--- config.mk ---
export PLATFORM = sky130hd
export DESIGN_NAME = nearest_neighbor_pixel_replicator
export DESIGN_NICKNAME = d
export VERILOG_FILES = /design/src/rtl/nnpr_pkg.sv /design/src/rtl/nnpr_queue.sv /design/src/rtl/nnpr_front.sv /design/src/rtl/nnpr_back.sv /design/src/rtl/nearest_neighbor_pixel_replicator.sv
export VERILOG_INCLUDE_DIRS = /design/src /design/src/rtl
export SDC_FILE = /design/constraint.sdc
export NUM_CORES = 2
export LEC_CHECK = 0
export ABC_AREA = 1
export BUFFER_PORTS_ARGS = -buffer_cell sky130_fd_sc_hd__buf_2
export CAP_MARGIN = 25
export CORE_ASPECT_RATIO = 0.8
export CORE_MARGIN = 2
export CORE_UTILIZATION = 45
export DETAILED_ROUTE_END_ITERATION = 8
export GPL_TIMING_DRIVEN = 1
export PLACE_DENSITY = 0.65
export SLEW_MARGIN = 15
export SYNTH_ARGS = -nofsm -noshare
export SYNTH_HDL_FRONTEND = slang
export SYNTH_SLANG_ARGS = --single-unit
--- constraint.sdc ---
create_clock -name clk -period 18.86 [get_ports clk]
set_input_delay 0.943 -clock clk [delete_from_list [all_inputs] [get_ports clk]]
set_output_delay 0.943 -clock clk [all_outputs]
set_load 0.02 [all_outputs]
--- src/rtl/nearest_neighbor_pixel_replicator_defines.svh ---
// Assertion macros shared by the pixel replicator RTL.
// Users must have clk and rst_n in scope; no other dependencies.
`ifndef NEAREST_NEIGHBOR_PIXEL_REPLICATOR_DEFINES_SVH
`define NEAREST_NEIGHBOR_PIXEL_REPLICATOR_DEFINES_SVH
`ifndef NO_ASSERTIONS
`define NNPR_ASSERT(lbl, cond, msg) \
    lbl: assert property (@(posedge clk) disable iff (!rst_n) (cond)) else $error(msg);
`define NNPR_ASSERT_IMPL(lbl, ante, cons, msg) \
    lbl: assert property (@(posedge clk) disable iff (!rst_n) (ante) |-> (cons)) \
        else $error(msg);
`else
`define NNPR_ASSERT(lbl, cond, msg)
`define NNPR_ASSERT_IMPL(lbl, ante, cons, msg)
`endif
`endif

--- src/rtl/nnpr_pkg.sv ---
// Package for the nearest-neighbor pixel replicator: widths, constants,
// register codes, the queue entry type and the extent function. No dependencies.
package nnpr_pkg;

    localparam int RATIO_W         = 20;
    localparam int PITCH_W         = 18;
    localparam int SRC_W           = 12;
    localparam int COLOR_W         = 32;
    localparam int DEST_W          = 15;
    localparam int ADDR_W          = 32;
    localparam int DATA_W          = 32;
    localparam int CFG_ADDR_W      = 4;
    localparam int MAX_FACTOR      = 8;
    localparam int FRAC_BITS       = 16;
    localparam int BYTES_PER_PIXEL = 4;
    localparam int EXT_W           = $clog2(MAX_FACTOR + 1);
    localparam int CNT_W           = (MAX_FACTOR > 1) ? $clog2(MAX_FACTOR) : 1;
    localparam int PROD_W          = RATIO_W + SRC_W;
    localparam int SUM_W           = RATIO_W + FRAC_BITS + 1;
    localparam int QUEUE_DEPTH     = 4;

    localparam logic [RATIO_W-1:0] X_RATIO_RESET    = RATIO_W'(65536);
    localparam logic [RATIO_W-1:0] Y_RATIO_RESET    = RATIO_W'(65536);
    localparam logic [PITCH_W-1:0] DEST_PITCH_RESET = PITCH_W'(2560);

    typedef enum logic [1:0] {
        REG_X_RATIO    = 2'd0,
        REG_Y_RATIO    = 2'd1,
        REG_DEST_PITCH = 2'd2
    } nnpr_reg_t;

    typedef struct packed {
        logic [DEST_W-1:0]  bx;
        logic [DEST_W-1:0]  by;
        logic [COLOR_W-1:0] color;
        logic [EXT_W-1:0]   nx;
        logic [EXT_W-1:0]   ny;
    } nnpr_entry_t;

    function automatic logic [EXT_W-1:0] extent(input logic [RATIO_W-1:0] ratio);
        logic [SUM_W-1:0] sum;
        logic [SUM_W-1:0] ceil_v;
        sum    = SUM_W'(ratio) + (SUM_W'(1) << FRAC_BITS) - SUM_W'(1);
        ceil_v = sum >> FRAC_BITS;
        if (ceil_v > SUM_W'(MAX_FACTOR))
            return EXT_W'(MAX_FACTOR);
        else
            return ceil_v[EXT_W-1:0];
    endfunction

endpackage

--- src/rtl/nnpr_queue.sv ---
// Short queue of classified source pixels between front and back.
// Depends on nnpr_pkg for the entry type.
module nnpr_queue #(
    parameter int DEPTH = nnpr_pkg::QUEUE_DEPTH
) (
    input  logic                 clk,
    input  logic                 rst_n,
    input  logic                 push,
    input  nnpr_pkg::nnpr_entry_t push_data,
    output logic                 full,
    output logic                 head_valid,
    output nnpr_pkg::nnpr_entry_t head,
    input  logic                 pop
);

    localparam int PTR_W = (DEPTH > 1) ? $clog2(DEPTH) : 1;
    localparam int CNT_W = $clog2(DEPTH + 1);

    nnpr_pkg::nnpr_entry_t mem [DEPTH];
    logic [PTR_W-1:0] wr_ptr_reg, wr_ptr_next;
    logic [PTR_W-1:0] rd_ptr_reg, rd_ptr_next;
    logic [CNT_W-1:0] count_reg, count_next;
    logic             do_push, do_pop;

    assign full       = (count_reg == CNT_W'(DEPTH));
    assign head_valid = (count_reg != '0);
    assign head       = mem[rd_ptr_reg];
    assign do_push    = push && !full;
    assign do_pop     = pop && head_valid;

    always_comb
    begin
        wr_ptr_next = wr_ptr_reg;
        rd_ptr_next = rd_ptr_reg;
        count_next  = count_reg;
        if (do_push)
        begin
            wr_ptr_next = (wr_ptr_reg == PTR_W'(DEPTH - 1)) ? '0 : wr_ptr_reg + PTR_W'(1);
        end
        if (do_pop)
        begin
            rd_ptr_next = (rd_ptr_reg == PTR_W'(DEPTH - 1)) ? '0 : rd_ptr_reg + PTR_W'(1);
        end
        if (do_push && !do_pop)
            count_next = count_reg + CNT_W'(1);
        else if (do_pop && !do_push)
            count_next = count_reg - CNT_W'(1);
    end

    always_ff @(posedge clk or negedge rst_n)
    begin
        if (!rst_n)
        begin
            wr_ptr_reg <= '0;
            rd_ptr_reg <= '0;
            count_reg  <= '0;
        end
        else
        begin
            wr_ptr_reg <= wr_ptr_next;
            rd_ptr_reg <= rd_ptr_next;
            count_reg  <= count_next;
        end
    end

    always_ff @(posedge clk)
    begin
        if (do_push)
            mem[wr_ptr_reg] <= push_data;
    end

endmodule

--- src/rtl/nnpr_front.sv ---
// Front end: takes source pixel transfers, computes block origin and extent,
// and queues every pixel whose block is not empty. Depends on nnpr_pkg.
module nnpr_front (
    input  logic                            in_valid,
    input  logic [nnpr_pkg::SRC_W-1:0]      src_x,
    input  logic [nnpr_pkg::SRC_W-1:0]      src_y,
    input  logic [nnpr_pkg::COLOR_W-1:0]    src_color,
    input  logic [nnpr_pkg::RATIO_W-1:0]    x_ratio,
    input  logic [nnpr_pkg::RATIO_W-1:0]    y_ratio,
    input  logic                            queue_full,
    output logic                            push,
    output nnpr_pkg::nnpr_entry_t           push_data
);

    logic [nnpr_pkg::PROD_W-1:0] prod_x, prod_y;
    logic [nnpr_pkg::PROD_W-1:0] org_x, org_y;
    logic [nnpr_pkg::EXT_W-1:0]  ext_x, ext_y;

    always_comb
    begin
        prod_x = nnpr_pkg::PROD_W'(x_ratio) * nnpr_pkg::PROD_W'(src_x);
        prod_y = nnpr_pkg::PROD_W'(y_ratio) * nnpr_pkg::PROD_W'(src_y);
        org_x  = prod_x >> nnpr_pkg::FRAC_BITS;
        org_y  = prod_y >> nnpr_pkg::FRAC_BITS;
        ext_x  = nnpr_pkg::extent(x_ratio);
        ext_y  = nnpr_pkg::extent(y_ratio);

        push_data.bx    = org_x[nnpr_pkg::DEST_W-1:0];
        push_data.by    = org_y[nnpr_pkg::DEST_W-1:0];
        push_data.color = src_color;
        push_data.nx    = ext_x;
        push_data.ny    = ext_y;

        // A zero ratio gives an empty block, so the transfer is consumed here.
        push = in_valid && !queue_full && (ext_x != '0) && (ext_y != '0);
    end

endmodule

--- src/rtl/nnpr_back.sv ---
// Back end: walks the block of the queue head in row-major order and drives
// the registered destination write channel. Depends on nnpr_pkg and the defines.
`include "nearest_neighbor_pixel_replicator_defines.svh"

module nnpr_back (
    input  logic                            clk,
    input  logic                            rst_n,
    input  logic                            q_valid,
    input  nnpr_pkg::nnpr_entry_t           q_head,
    output logic                            q_pop,
    input  logic [nnpr_pkg::PITCH_W-1:0]    dest_pitch,
    output logic                            out_valid,
    input  logic                            out_stall,
    output logic [nnpr_pkg::DEST_W-1:0]     dest_x,
    output logic [nnpr_pkg::DEST_W-1:0]     dest_y,
    output logic [nnpr_pkg::ADDR_W-1:0]     byte_address,
    output logic [nnpr_pkg::COLOR_W-1:0]    pixel_color,
    output logic                            last_write
);

    localparam int ROW_W = nnpr_pkg::DEST_W + nnpr_pkg::PITCH_W;

    logic [nnpr_pkg::CNT_W-1:0]   ox_reg, ox_next;
    logic [nnpr_pkg::CNT_W-1:0]   oy_reg, oy_next;
    logic                         out_valid_reg, out_valid_next;
    logic [nnpr_pkg::DEST_W-1:0]  dest_x_reg, dest_y_reg;
    logic [nnpr_pkg::ADDR_W-1:0]  addr_reg;
    logic [nnpr_pkg::COLOR_W-1:0] color_reg;
    logic                         last_reg;

    logic                         advance, emit, last_x, last_y;
    logic [nnpr_pkg::DEST_W-1:0]  dx, dy;
    logic [ROW_W-1:0]             row_off;
    logic [nnpr_pkg::ADDR_W-1:0]  addr;

    always_comb
    begin
        advance = !out_valid_reg || !out_stall;
        emit    = advance && q_valid;
        last_x  = ({1'b0, ox_reg} == (q_head.nx - nnpr_pkg::EXT_W'(1)));
        last_y  = ({1'b0, oy_reg} == (q_head.ny - nnpr_pkg::EXT_W'(1)));
        q_pop   = emit && last_x && last_y;

        dx      = q_head.bx + nnpr_pkg::DEST_W'(ox_reg);
        dy      = q_head.by + nnpr_pkg::DEST_W'(oy_reg);
        row_off = ROW_W'(dy) * ROW_W'(dest_pitch);
        addr    = nnpr_pkg::ADDR_W'(row_off)
                + nnpr_pkg::ADDR_W'(dx) * nnpr_pkg::ADDR_W'(nnpr_pkg::BYTES_PER_PIXEL);

        ox_next = ox_reg;
        oy_next = oy_reg;
        if (emit)
        begin
            if (last_x)
            begin
                ox_next = '0;
                oy_next = last_y ? '0 : oy_reg + nnpr_pkg::CNT_W'(1);
            end
            else
            begin
                ox_next = ox_reg + nnpr_pkg::CNT_W'(1);
            end
        end
        out_valid_next = emit || (out_valid_reg && out_stall);
    end

    always_ff @(posedge clk or negedge rst_n)
    begin
        if (!rst_n)
        begin
            ox_reg        <= '0;
            oy_reg        <= '0;
            out_valid_reg <= 1'b0;
        end
        else
        begin
            ox_reg        <= ox_next;
            oy_reg        <= oy_next;
            out_valid_reg <= out_valid_next;
        end
    end

    always_ff @(posedge clk)
    begin
        if (emit)
        begin
            dest_x_reg <= dx;
            dest_y_reg <= dy;
            addr_reg   <= addr;
            color_reg  <= q_head.color;
            last_reg   <= last_x && last_y;
        end
    end

    assign out_valid    = out_valid_reg;
    assign dest_x       = dest_x_reg;
    assign dest_y       = dest_y_reg;
    assign byte_address = addr_reg;
    assign pixel_color  = color_reg;
    assign last_write   = last_reg;

    `NNPR_ASSERT_IMPL(a_head_not_empty, q_valid, (q_head.nx != '0) && (q_head.ny != '0), "empty block queued")
    `NNPR_ASSERT_IMPL(a_ox_in_range, q_valid, ({1'b0, ox_reg} < q_head.nx), "column counter out of block")
    `NNPR_ASSERT_IMPL(a_oy_in_range, q_valid, ({1'b0, oy_reg} < q_head.ny), "row counter out of block")
    `NNPR_ASSERT_IMPL(a_idle_counters, !q_valid, (ox_reg == '0) && (oy_reg == '0), "counters not rewound")

endmodule

--- src/rtl/nearest_neighbor_pixel_replicator.sv ---
// Top level of the nearest-neighbor pixel replicator: configuration registers,
// front end, queue and back end. Depends on nnpr_pkg and the nnpr_* modules.
//
//  Channel  Handshake                  Payload
//  in       in_valid / in_stall        src_x, src_y, src_color
//  out      out_valid / out_stall      dest_x, dest_y, byte_address, pixel_color, last_write
//  cfg      psel/penable/pwrite/pready paddr, pwdata, prdata
//
// A source pixel gives ceil(y_ratio) * ceil(x_ratio) destination writes (each side at most
// MAX_FACTOR); the back end issues one write per cycle while out_stall does not hold it.
// A pixel whose block is empty never enters the queue and gives no write.
// The input stalls only while the queue is full; the output stalls only the back end.
// Reset loads the default ratios of 1.0 and a pitch of 2560 bytes and empties the queue.
module nearest_neighbor_pixel_replicator #(
    parameter int QUEUE_DEPTH = nnpr_pkg::QUEUE_DEPTH
) (
    input  logic                            clk,
    input  logic                            rst_n,
    input  logic                            psel,
    input  logic                            penable,
    input  logic                            pwrite,
    input  logic [nnpr_pkg::CFG_ADDR_W-1:0] paddr,
    input  logic [nnpr_pkg::DATA_W-1:0]     pwdata,
    output logic [nnpr_pkg::DATA_W-1:0]     prdata,
    output logic                            pready,
    input  logic                            in_valid,
    output logic                            in_stall,
    input  logic [nnpr_pkg::SRC_W-1:0]      src_x,
    input  logic [nnpr_pkg::SRC_W-1:0]      src_y,
    input  logic [nnpr_pkg::COLOR_W-1:0]    src_color,
    output logic                            out_valid,
    input  logic                            out_stall,
    output logic [nnpr_pkg::DEST_W-1:0]     dest_x,
    output logic [nnpr_pkg::DEST_W-1:0]     dest_y,
    output logic [nnpr_pkg::ADDR_W-1:0]     byte_address,
    output logic [nnpr_pkg::COLOR_W-1:0]    pixel_color,
    output logic                            last_write
);

    logic [nnpr_pkg::RATIO_W-1:0] x_ratio_reg, x_ratio_next;
    logic [nnpr_pkg::RATIO_W-1:0] y_ratio_reg, y_ratio_next;
    logic [nnpr_pkg::PITCH_W-1:0] pitch_reg, pitch_next;
    nnpr_pkg::nnpr_reg_t          reg_sel;
    logic                         cfg_write;

    logic                         push, queue_full, q_valid, q_pop;
    nnpr_pkg::nnpr_entry_t        push_data, q_head;

    assign pready    = 1'b1;
    assign reg_sel   = nnpr_pkg::nnpr_reg_t'(paddr[3:2]);
    assign cfg_write = psel && penable && pwrite && pready;

    always_comb
    begin
        x_ratio_next = x_ratio_reg;
        y_ratio_next = y_ratio_reg;
        pitch_next   = pitch_reg;
        prdata       = '0;
        case (reg_sel)
            nnpr_pkg::REG_X_RATIO:
            begin
                prdata = nnpr_pkg::DATA_W'(x_ratio_reg);
                if (cfg_write)
                    x_ratio_next = pwdata[nnpr_pkg::RATIO_W-1:0];
            end
            nnpr_pkg::REG_Y_RATIO:
            begin
                prdata = nnpr_pkg::DATA_W'(y_ratio_reg);
                if (cfg_write)
                    y_ratio_next = pwdata[nnpr_pkg::RATIO_W-1:0];
            end
            nnpr_pkg::REG_DEST_PITCH:
            begin
                prdata = nnpr_pkg::DATA_W'(pitch_reg);
                if (cfg_write)
                    pitch_next = pwdata[nnpr_pkg::PITCH_W-1:0];
            end
            default:
            begin
                prdata = '0;
            end
        endcase
    end

    always_ff @(posedge clk or negedge rst_n)
    begin
        if (!rst_n)
        begin
            x_ratio_reg <= nnpr_pkg::X_RATIO_RESET;
            y_ratio_reg <= nnpr_pkg::Y_RATIO_RESET;
            pitch_reg   <= nnpr_pkg::DEST_PITCH_RESET;
        end
        else
        begin
            x_ratio_reg <= x_ratio_next;
            y_ratio_reg <= y_ratio_next;
            pitch_reg   <= pitch_next;
        end
    end

    assign in_stall = queue_full;

    nnpr_front u_front (
        .in_valid   (in_valid),
        .src_x      (src_x),
        .src_y      (src_y),
        .src_color  (src_color),
        .x_ratio    (x_ratio_reg),
        .y_ratio    (y_ratio_reg),
        .queue_full (queue_full),
        .push       (push),
        .push_data  (push_data)
    );

    nnpr_queue #(
        .DEPTH (QUEUE_DEPTH)
    ) u_queue (
        .clk        (clk),
        .rst_n      (rst_n),
        .push       (push),
        .push_data  (push_data),
        .full       (queue_full),
        .head_valid (q_valid),
        .head       (q_head),
        .pop        (q_pop)
    );

    nnpr_back u_back (
        .clk          (clk),
        .rst_n        (rst_n),
        .q_valid      (q_valid),
        .q_head       (q_head),
        .q_pop        (q_pop),
        .dest_pitch   (pitch_reg),
        .out_valid    (out_valid),
        .out_stall    (out_stall),
        .dest_x       (dest_x),
        .dest_y       (dest_y),
        .byte_address (byte_address),
        .pixel_color  (pixel_color),
        .last_write   (last_write)
    );

endmodule

Word-level counts from Yosys, hierarchy flattened
Memory sizes are Yosys's and may differ from the RTL's.
Cells that the tools add are included.
{ "classes": {"n_addsub": 15, "multipliers": 3, "magnitude_cmp": 2, "eq_ne": 7, "mux": 11, "n_reduce_logical": 30} }
{ "op_table": {"columns": ["operator", "n"], "rows": [
  ["$sub A37 B1 Y37 const B", 2],
  ["$mul A20 B12 Y31", 2],
  ["$pmux W20 S3", 1],
  ["$add A20 B17 Y21 const B", 2],
  ["$gt A21 B4 Y1 const B", 2],
  ["$add A32 B17 Y32", 1],
  ["$mul A15 B18 Y32", 1],
  ["$add A15 B3 Y15", 2],
  ["$logic_and A1 B1 Y1", 14],
  ["$mux W3", 4],
  ["$add A3 B1 Y3 const B", 3],
  ["$eq A3 B4 Y1", 2],
  ["$mux W4", 2],
  ["$reduce_and A2 Y1", 4],
  ["$reduce_bool A4 Y1", 2],
  ["$sub A4 B1 Y4 const B", 2],
  ["$eq A2 B2 Y1 const B", 3],
  ["$logic_not A1 Y1", 5],
  ["$add A2 B1 Y2 const B", 2],
  ["$mux W2", 2],
  ["$eq A3 B3 Y1 const B", 1],
  ["$reduce_bool A3 Y1", 1],
  ["$sub A3 B1 Y3 const B", 1],
  ["$eq A2 B1 Y1 const B", 1],
  ["other kinds (4)", 6]
]} }
{ "totals": {"regBits": 167, "ram_bits": 280, "inputBits": 99, "out_inout_bits": 130, "memories": 1} }
{ "mem_list": {"columns": ["name", "depth", "width", "rd", "rd_ports_with_merged_regs", "wr", "line", "text"], "rows": [
  ["u_queue.mem", 4, 70, 1, 0, 1, "nnpr_queue.sv:19", "nnpr_pkg::nnpr_entry_t mem [DEPTH];"]
]} }

Depth between registers and ports, before layout
{ "logic_depth": {"word_depth": 12, "mapped_depth": 44} }

By module
Synthesis repeated with hierarchy kept, for this count alone.
{ "hier_totals": {"hier_cells": 5132, "area_unflattened_um2": 44233.7} }
{ "by_module_without_submodules": {"columns": ["mod", "n_inst", "cells_per_inst", "area_per_inst_um2", "seq_area_each_um2"], "rows": [
  ["nnpr_front", 1, 2320, 16210.5, 0.0],
  ["nnpr_back", 1, 1578, 13800.7, 3027.9],
  ["nnpr_queue", 1, 876, 11471.0, 8583.2],
  ["nearest_neighbor_pixel_replicator", 1, 358, 2751.4, 1456.4]
]} }

Worst setup path before layout
OpenSTA, ideal clock, no wires.
{ "synth_path": {"kind": "register to register", "start": "reg u_queue.rd_ptr_reg[0]", "end": "reg u_back.addr_reg, in the netlist u_back.byte_address[26] (data pin)", "setup_time_ps": 260, "t_arrival_ps": 7485, "t_required_ps": 18600, "path_slack_ps": 11115, "path_stages_with_launch": 42, "path_buffers": 7, "period_less_slack_ps": 7745, "path_cell_list": "dfrtp_1 > buf_6 > inv_4 > buf_6 > buf_6 > buf_4 > buf_2 > clkbuf_1 > o21ai_0 > o22ai_1 > ha_1 > fa_1 > nand2_1 > inv_1 > nor2_1 > nor2_2 > nand2_2 > nor2_2 > [6 not listed] > inv_1 > fa_1 > fa_1 > fa_1 > fa_1 > inv_1 > fa_1 > inv_1 > ha_1 > nand2_1 > nor2_1 > nand4_1 > o21ai_0 > nand2_1 > nand2_1 > nand2_1 > nand2_1 > xor2_1"} }
{ "synth_via": {"elab_chain_cells": 4, "elab_cells_between_ends": 5, "classes_between": "add/sub: 3; mul: 1; memory: 1"} }
{ "synth_lines": {"columns": ["element", "line", "text"], "rows": [
  ["from (decl)", "nnpr_queue.sv:21", "logic [PTR_W-1:0] rd_ptr_reg, rd_ptr_next;"],
  ["from (signal assigned)", "nnpr_queue.sv:61", "rd_ptr_reg <= rd_ptr_next;"],
  ["$mem_v2 Z4 W70", null, null],
  ["$add A15 B3 Y15", "nnpr_back.sv:45", "dy = q_head.by + nnpr_pkg::DEST_W'(oy_reg);"],
  ["via u_back.dy (one bit)", "nnpr_back.sv:32", "logic [nnpr_pkg::DEST_W-1:0] dx, dy;"],
  ["$mul A15 B18 Y32", "nnpr_back.sv:46", "row_off = ROW_W'(dy) * ROW_W'(dest_pitch);"],
  ["$add A32 B17 Y32", "nnpr_back.sv:48", "+ nnpr_pkg::ADDR_W'(dx) * nnpr_pkg::ADDR_W'(nnpr_pkg::BYTES_PER_PIXEL);"],
  ["via u_back.addr (one bit)", "nnpr_back.sv:34", "logic [nnpr_pkg::ADDR_W-1:0] addr;"],
  ["to (signal assigned)", "nnpr_back.sv:89", "addr_reg <= addr;"],
  ["to (decl)", "nnpr_back.sv:27", "logic [nnpr_pkg::ADDR_W-1:0] addr_reg;"]
]} }
The timed path passes the listed nets, and every way through them passes these cells.
A chain may end at the register's enable or synchronous reset.

Worst setup path after layout
{ "layout_path": {"start": "reg u_queue.rd_ptr_reg[0]", "end": "reg u_back.addr_reg, in the netlist u_back.byte_address[24] (data pin)"} }
{ "layout_via": {"elab_chain_cells": 4, "elab_cells_between_ends": 5, "classes_between": "add/sub: 3; mul: 1; memory: 1"} }
{ "layout_lines": {"columns": ["element", "line"], "rows": [
  ["$mem_v2 Z4 W70 *", null],
  ["$add A15 B3 Y15", "nnpr_back.sv:45"],
  ["$mul A15 B18 Y32", "nnpr_back.sv:46"],
  ["$add A32 B17 Y32 *", "nnpr_back.sv:48"],
  ["via u_back.addr (one bit)", "nnpr_back.sv:34"]
]} }
The timed path passes the listed nets; every way through them passes the cells marked *.

==> impl_metrics.sql <==
INSERT INTO impl_metrics (metric_group, metric, value, unit) VALUES
('status', 'run_status', 'complete, no violations', ''),
('finish', 'most_common_cell_after_layout_fill_and_taps_aside', 'nand2_1', ''),
('clock_tree', 'ctsResizeCount', '0', ''),
('floorplanning', 'die_x', '348', 'um'),
('worst_setup_path', 'timing.setup.critical_path_class', 'reg -> reg', ''),
('grt', 'global_route.usage.total', '23.2', '%'),
('worst_setup_path', 'number_of_gates_on_the_worst_path_with_buffers_counted', '34', ''),
('finish', 'flip_flop_count_of_the_largest_register_all_copies_and_words_added', '280', ''),
('finish', 'final.fill_count', '8984', ''),
('timing', 'period_minus_slack', '8.99', 'ns'),
('detailed_routing', 'vias_per_cell', '5.13', ''),
('worst_setup_path', 'critical_path.n_buffers_inverters', '7', ''),
('detailed_routing', 'wirelength_met1', '49000', 'um'),
('timing', 'max_freq', '111', 'MHz'),
('worst_setup_path', 'crit_path_top_delay_cell', 'dfrtp_4', ''),
('placed_design', 'dp_hpwl', '84600', 'um'),
('floorplanning', 'design.portCount', '229', ''),
('logic_synthesis', 'synth_area', '42700', 'um^2'),
('timing', 'hold-worst-slack', '0.114', 'ns'),
('grt', 'grt_start_max_net_pins', '92', ''),
('clock_tree', 'clk_pin_slew_worst_paths', '0.06', 'ns'),
('detailed_routing', 'wire_per_inst', '18.1', 'um'),
('finish', 'postLayoutCoreUtil', '49.0', '%'),
('worst_setup_path', 'start_kind', 'flop', ''),
('logic_synthesis', 'yosys.cell_types.count', '56', ''),
('finish', 'registers.top_by_ff_count', 'u_queue.mem', ''),
('timing', 'timing.final.hold_violations', '0', ''),
('clock_tree', 'tritoncts.num_buffers', '47', ''),
('logic_synthesis', 'synthesis.area_per_instance', '9.00', 'um^2'),
('clock_tree', 'htree_levels', '2', ''),
('finish', 'nets', '5747', ''),
('floorplanning', 'die_h', '280', 'um'),
('floorplanning', 'die_outline_area', '97400', 'um^2'),
('floorplanning', 'initial_core_util', '45.2', '%'),
('worst_setup_path', 'worstReg2RegStart', 'u_queue.rd_ptr_reg[0]$_DFFE_PN0P_', ''),
('worst_setup_path', 'timing.reg2reg.worst_path_depth', '34', ''),
('timing', 'rsz_0062_raised_after_global_routing', 'false', ''),
('timing', 'finalMaxSlewViolations', '0', ''),
('detailed_routing', 'detailed_router_s_first_iteration_violation_count', '2356', ''),
('detailed_routing', 'routed-via-count', '31317', ''),
('worst_setup_path', 'worstSetupStartpoint', 'u_queue.rd_ptr_reg[0]$_DFFE_PN0P_', ''),
('timing', 'final-setup-viol-count', '0', ''),
('grt', 'grt_pass1_vias', '31724', ''),
('placed_design', 'place.gp.congestion', '0.946', ''),
('clock_tree', 'cts.root.buffer_cell', 'clkbuf_16', ''),
('detailed_routing', 'detail_route.drc_violations', '0', ''),
('finish', 'most-common-layout-cells', 'nand2_1 (1161), inv_1 (978), fa_1 (580)', ''),
('clock_tree', 'clock_tree_from_tritoncts', 'yes', ''),
('worst_setup_path', 'reg2reg_slack', '9.87', 'ns'),
('detailed_routing', 'topRoutingLayerUsed', 'met5', ''),
('timing', 'tightestPinTransition', '1.14', 'ns'),
('logic_synthesis', 'yosys_register_bits', '447', ''),
('logic_synthesis', 'async_reset_ff_share', '16.1', '%'),
('worst_setup_path', 'critPathRequiredTime', '19.22', 'ns'),
('timing', 'slew_headroom', '23.6', '%'),
('clock_tree', 'cts.sink_count', '447', ''),
('placed_design', 'placedInstanceArea', '44600', 'um^2'),
('floorplanning', 'row_count', '101', ''),
('clock_tree', 'cts_hold_buffers', '0', ''),
('detailed_routing', 'met3RoutedLength', '9680', 'um'),
('worst_setup_path', 'critical_path_arrival', '9.35', 'ns'),
('worst_setup_path', 'path_max_fanout', '63', ''),
('clock_tree', 'number_of_buffers_inserted_to_repair_setup_after_cts', '0', ''),
('worst_setup_path', 'worstSetupEndpointType', 'flop', ''),
('detailed_routing', 'detail_route.first_pass.iterations', '5', ''),
('detailed_routing', 'wl_met2', '48500', 'um'),
('clock_tree', 'max-clock-path-buffers', '3', ''),
('grt', 'wire_length_of_the_first_global_routing_pass', '177000', 'um'),
('detailed_routing', 'drt-total-wl', '110000', 'um'),
('clock_tree', 'worst_skew_pair.late_latency', '0.61', 'ns'),
('min_path', 'hold_class', 'in -> async', '');
layout make-up:
cell class / instances / area (um^2) / area share, %
Clock inverter: 33 / 389 / 0.841
Clock buffer: 55 / 1210 / 2.61
Multi-Input combinational cell: 3098 / 24900 / 53.9
Antenna cell: 1 / 2.50 / 0.00541
Timing Repair Buffer: 242 / 1410 / 3.04
Tap cell: 1236 / 1550 / 3.34
Sequential cell: 447 / 13100 / 28.2
Inverter: 990 / 3730 / 8.06
layer usage:
metal	global-route usage, %	up-vias
met5	0	-
met4	6.72	4
met3	4.49	171
met2	35.6	1088
met1	33.5	15394
li1	-	14660
Yosys cell counts, types with 7 or more instances:
cell / instances
nor2_1: 344
inv_1: 979
xor2_1: 62
ha_1: 242
a21oi_1: 108
buf_4: 20
xnor2_1: 24
fa_1: 580
buf_6: 11
nand3_1: 117
o211ai_1: 16
o22ai_1: 43
clkbuf_1: 163
o21a_1: 7
dfrtp_1: 68
buf_2: 17
o221ai_1: 9
nor3_1: 19
nand4_1: 33
o21ai_0: 220
nand2_2: 29
nand2_1: 1161
edfxtp_1: 375
cell families after synthesis:
| logic type | Yosys count | synth area share, % |
|---|---|---|
| adder cells (fa/ha/maj) | 822 | 34.3 |
| AO/OA/AOI/OAI | 441 | 5.79 |
| XOR/XNOR | 86 | 1.76 |
| buffers and inverters | 1210 | 11.2 |
| other | 2 | 0.0176 |
| AND/OR/NAND/NOR | 1736 | 16.4 |
| flip-flops | 447 | 30.6 |
worst reg2reg max path: cells and delay by family, from the launching register on:
| kind | cells | cell delay, ns |
|---|---|---|
| compound gates | 3 | 0.79 |
| xor+xnor | 1 | 0.07 |
| fa+ha+maj | 9 | 4.15 |
| buf+inv | 7 | 1.24 |
| flops | 1 | 0.82 |
| simple gates | 14 | 1.67 |
through the flow:
step | setup WS [ns] | std cells
2_1_floorplan | 11.12 | 4755
3_3_place_gp | 9.95 | 6007
3_5_place_dp | 9.93 | 6011
4_1_cts | 9.91 | 6099
5_1_grt | 9.21 | 6101
6_report | 9.87 | 6102
worst min path at each step:
stage,end,cells after the start,start
floorplan,pitch_reg[16]$_DFFE_PN0P_,2,pitch_reg[16]$_DFFE_PN0P_
finish,u_back.out_valid$_DFF_PN0_,1,rst_n
CTS,u_back.out_valid$_DFF_PN0_,1,rst_n
global route,u_back.out_valid$_DFF_PN0_,1,rst_n
global placement,u_back.out_valid$_DFF_PN0_,2,u_back.out_valid$_DFF_PN0_
detailed placement,u_back.out_valid$_DFF_PN0_,2,u_back.out_valid$_DFF_PN0_
Power is not shown: default switching activity piles up to over one toggle a cycle in this logic, so the estimate is an artifact.
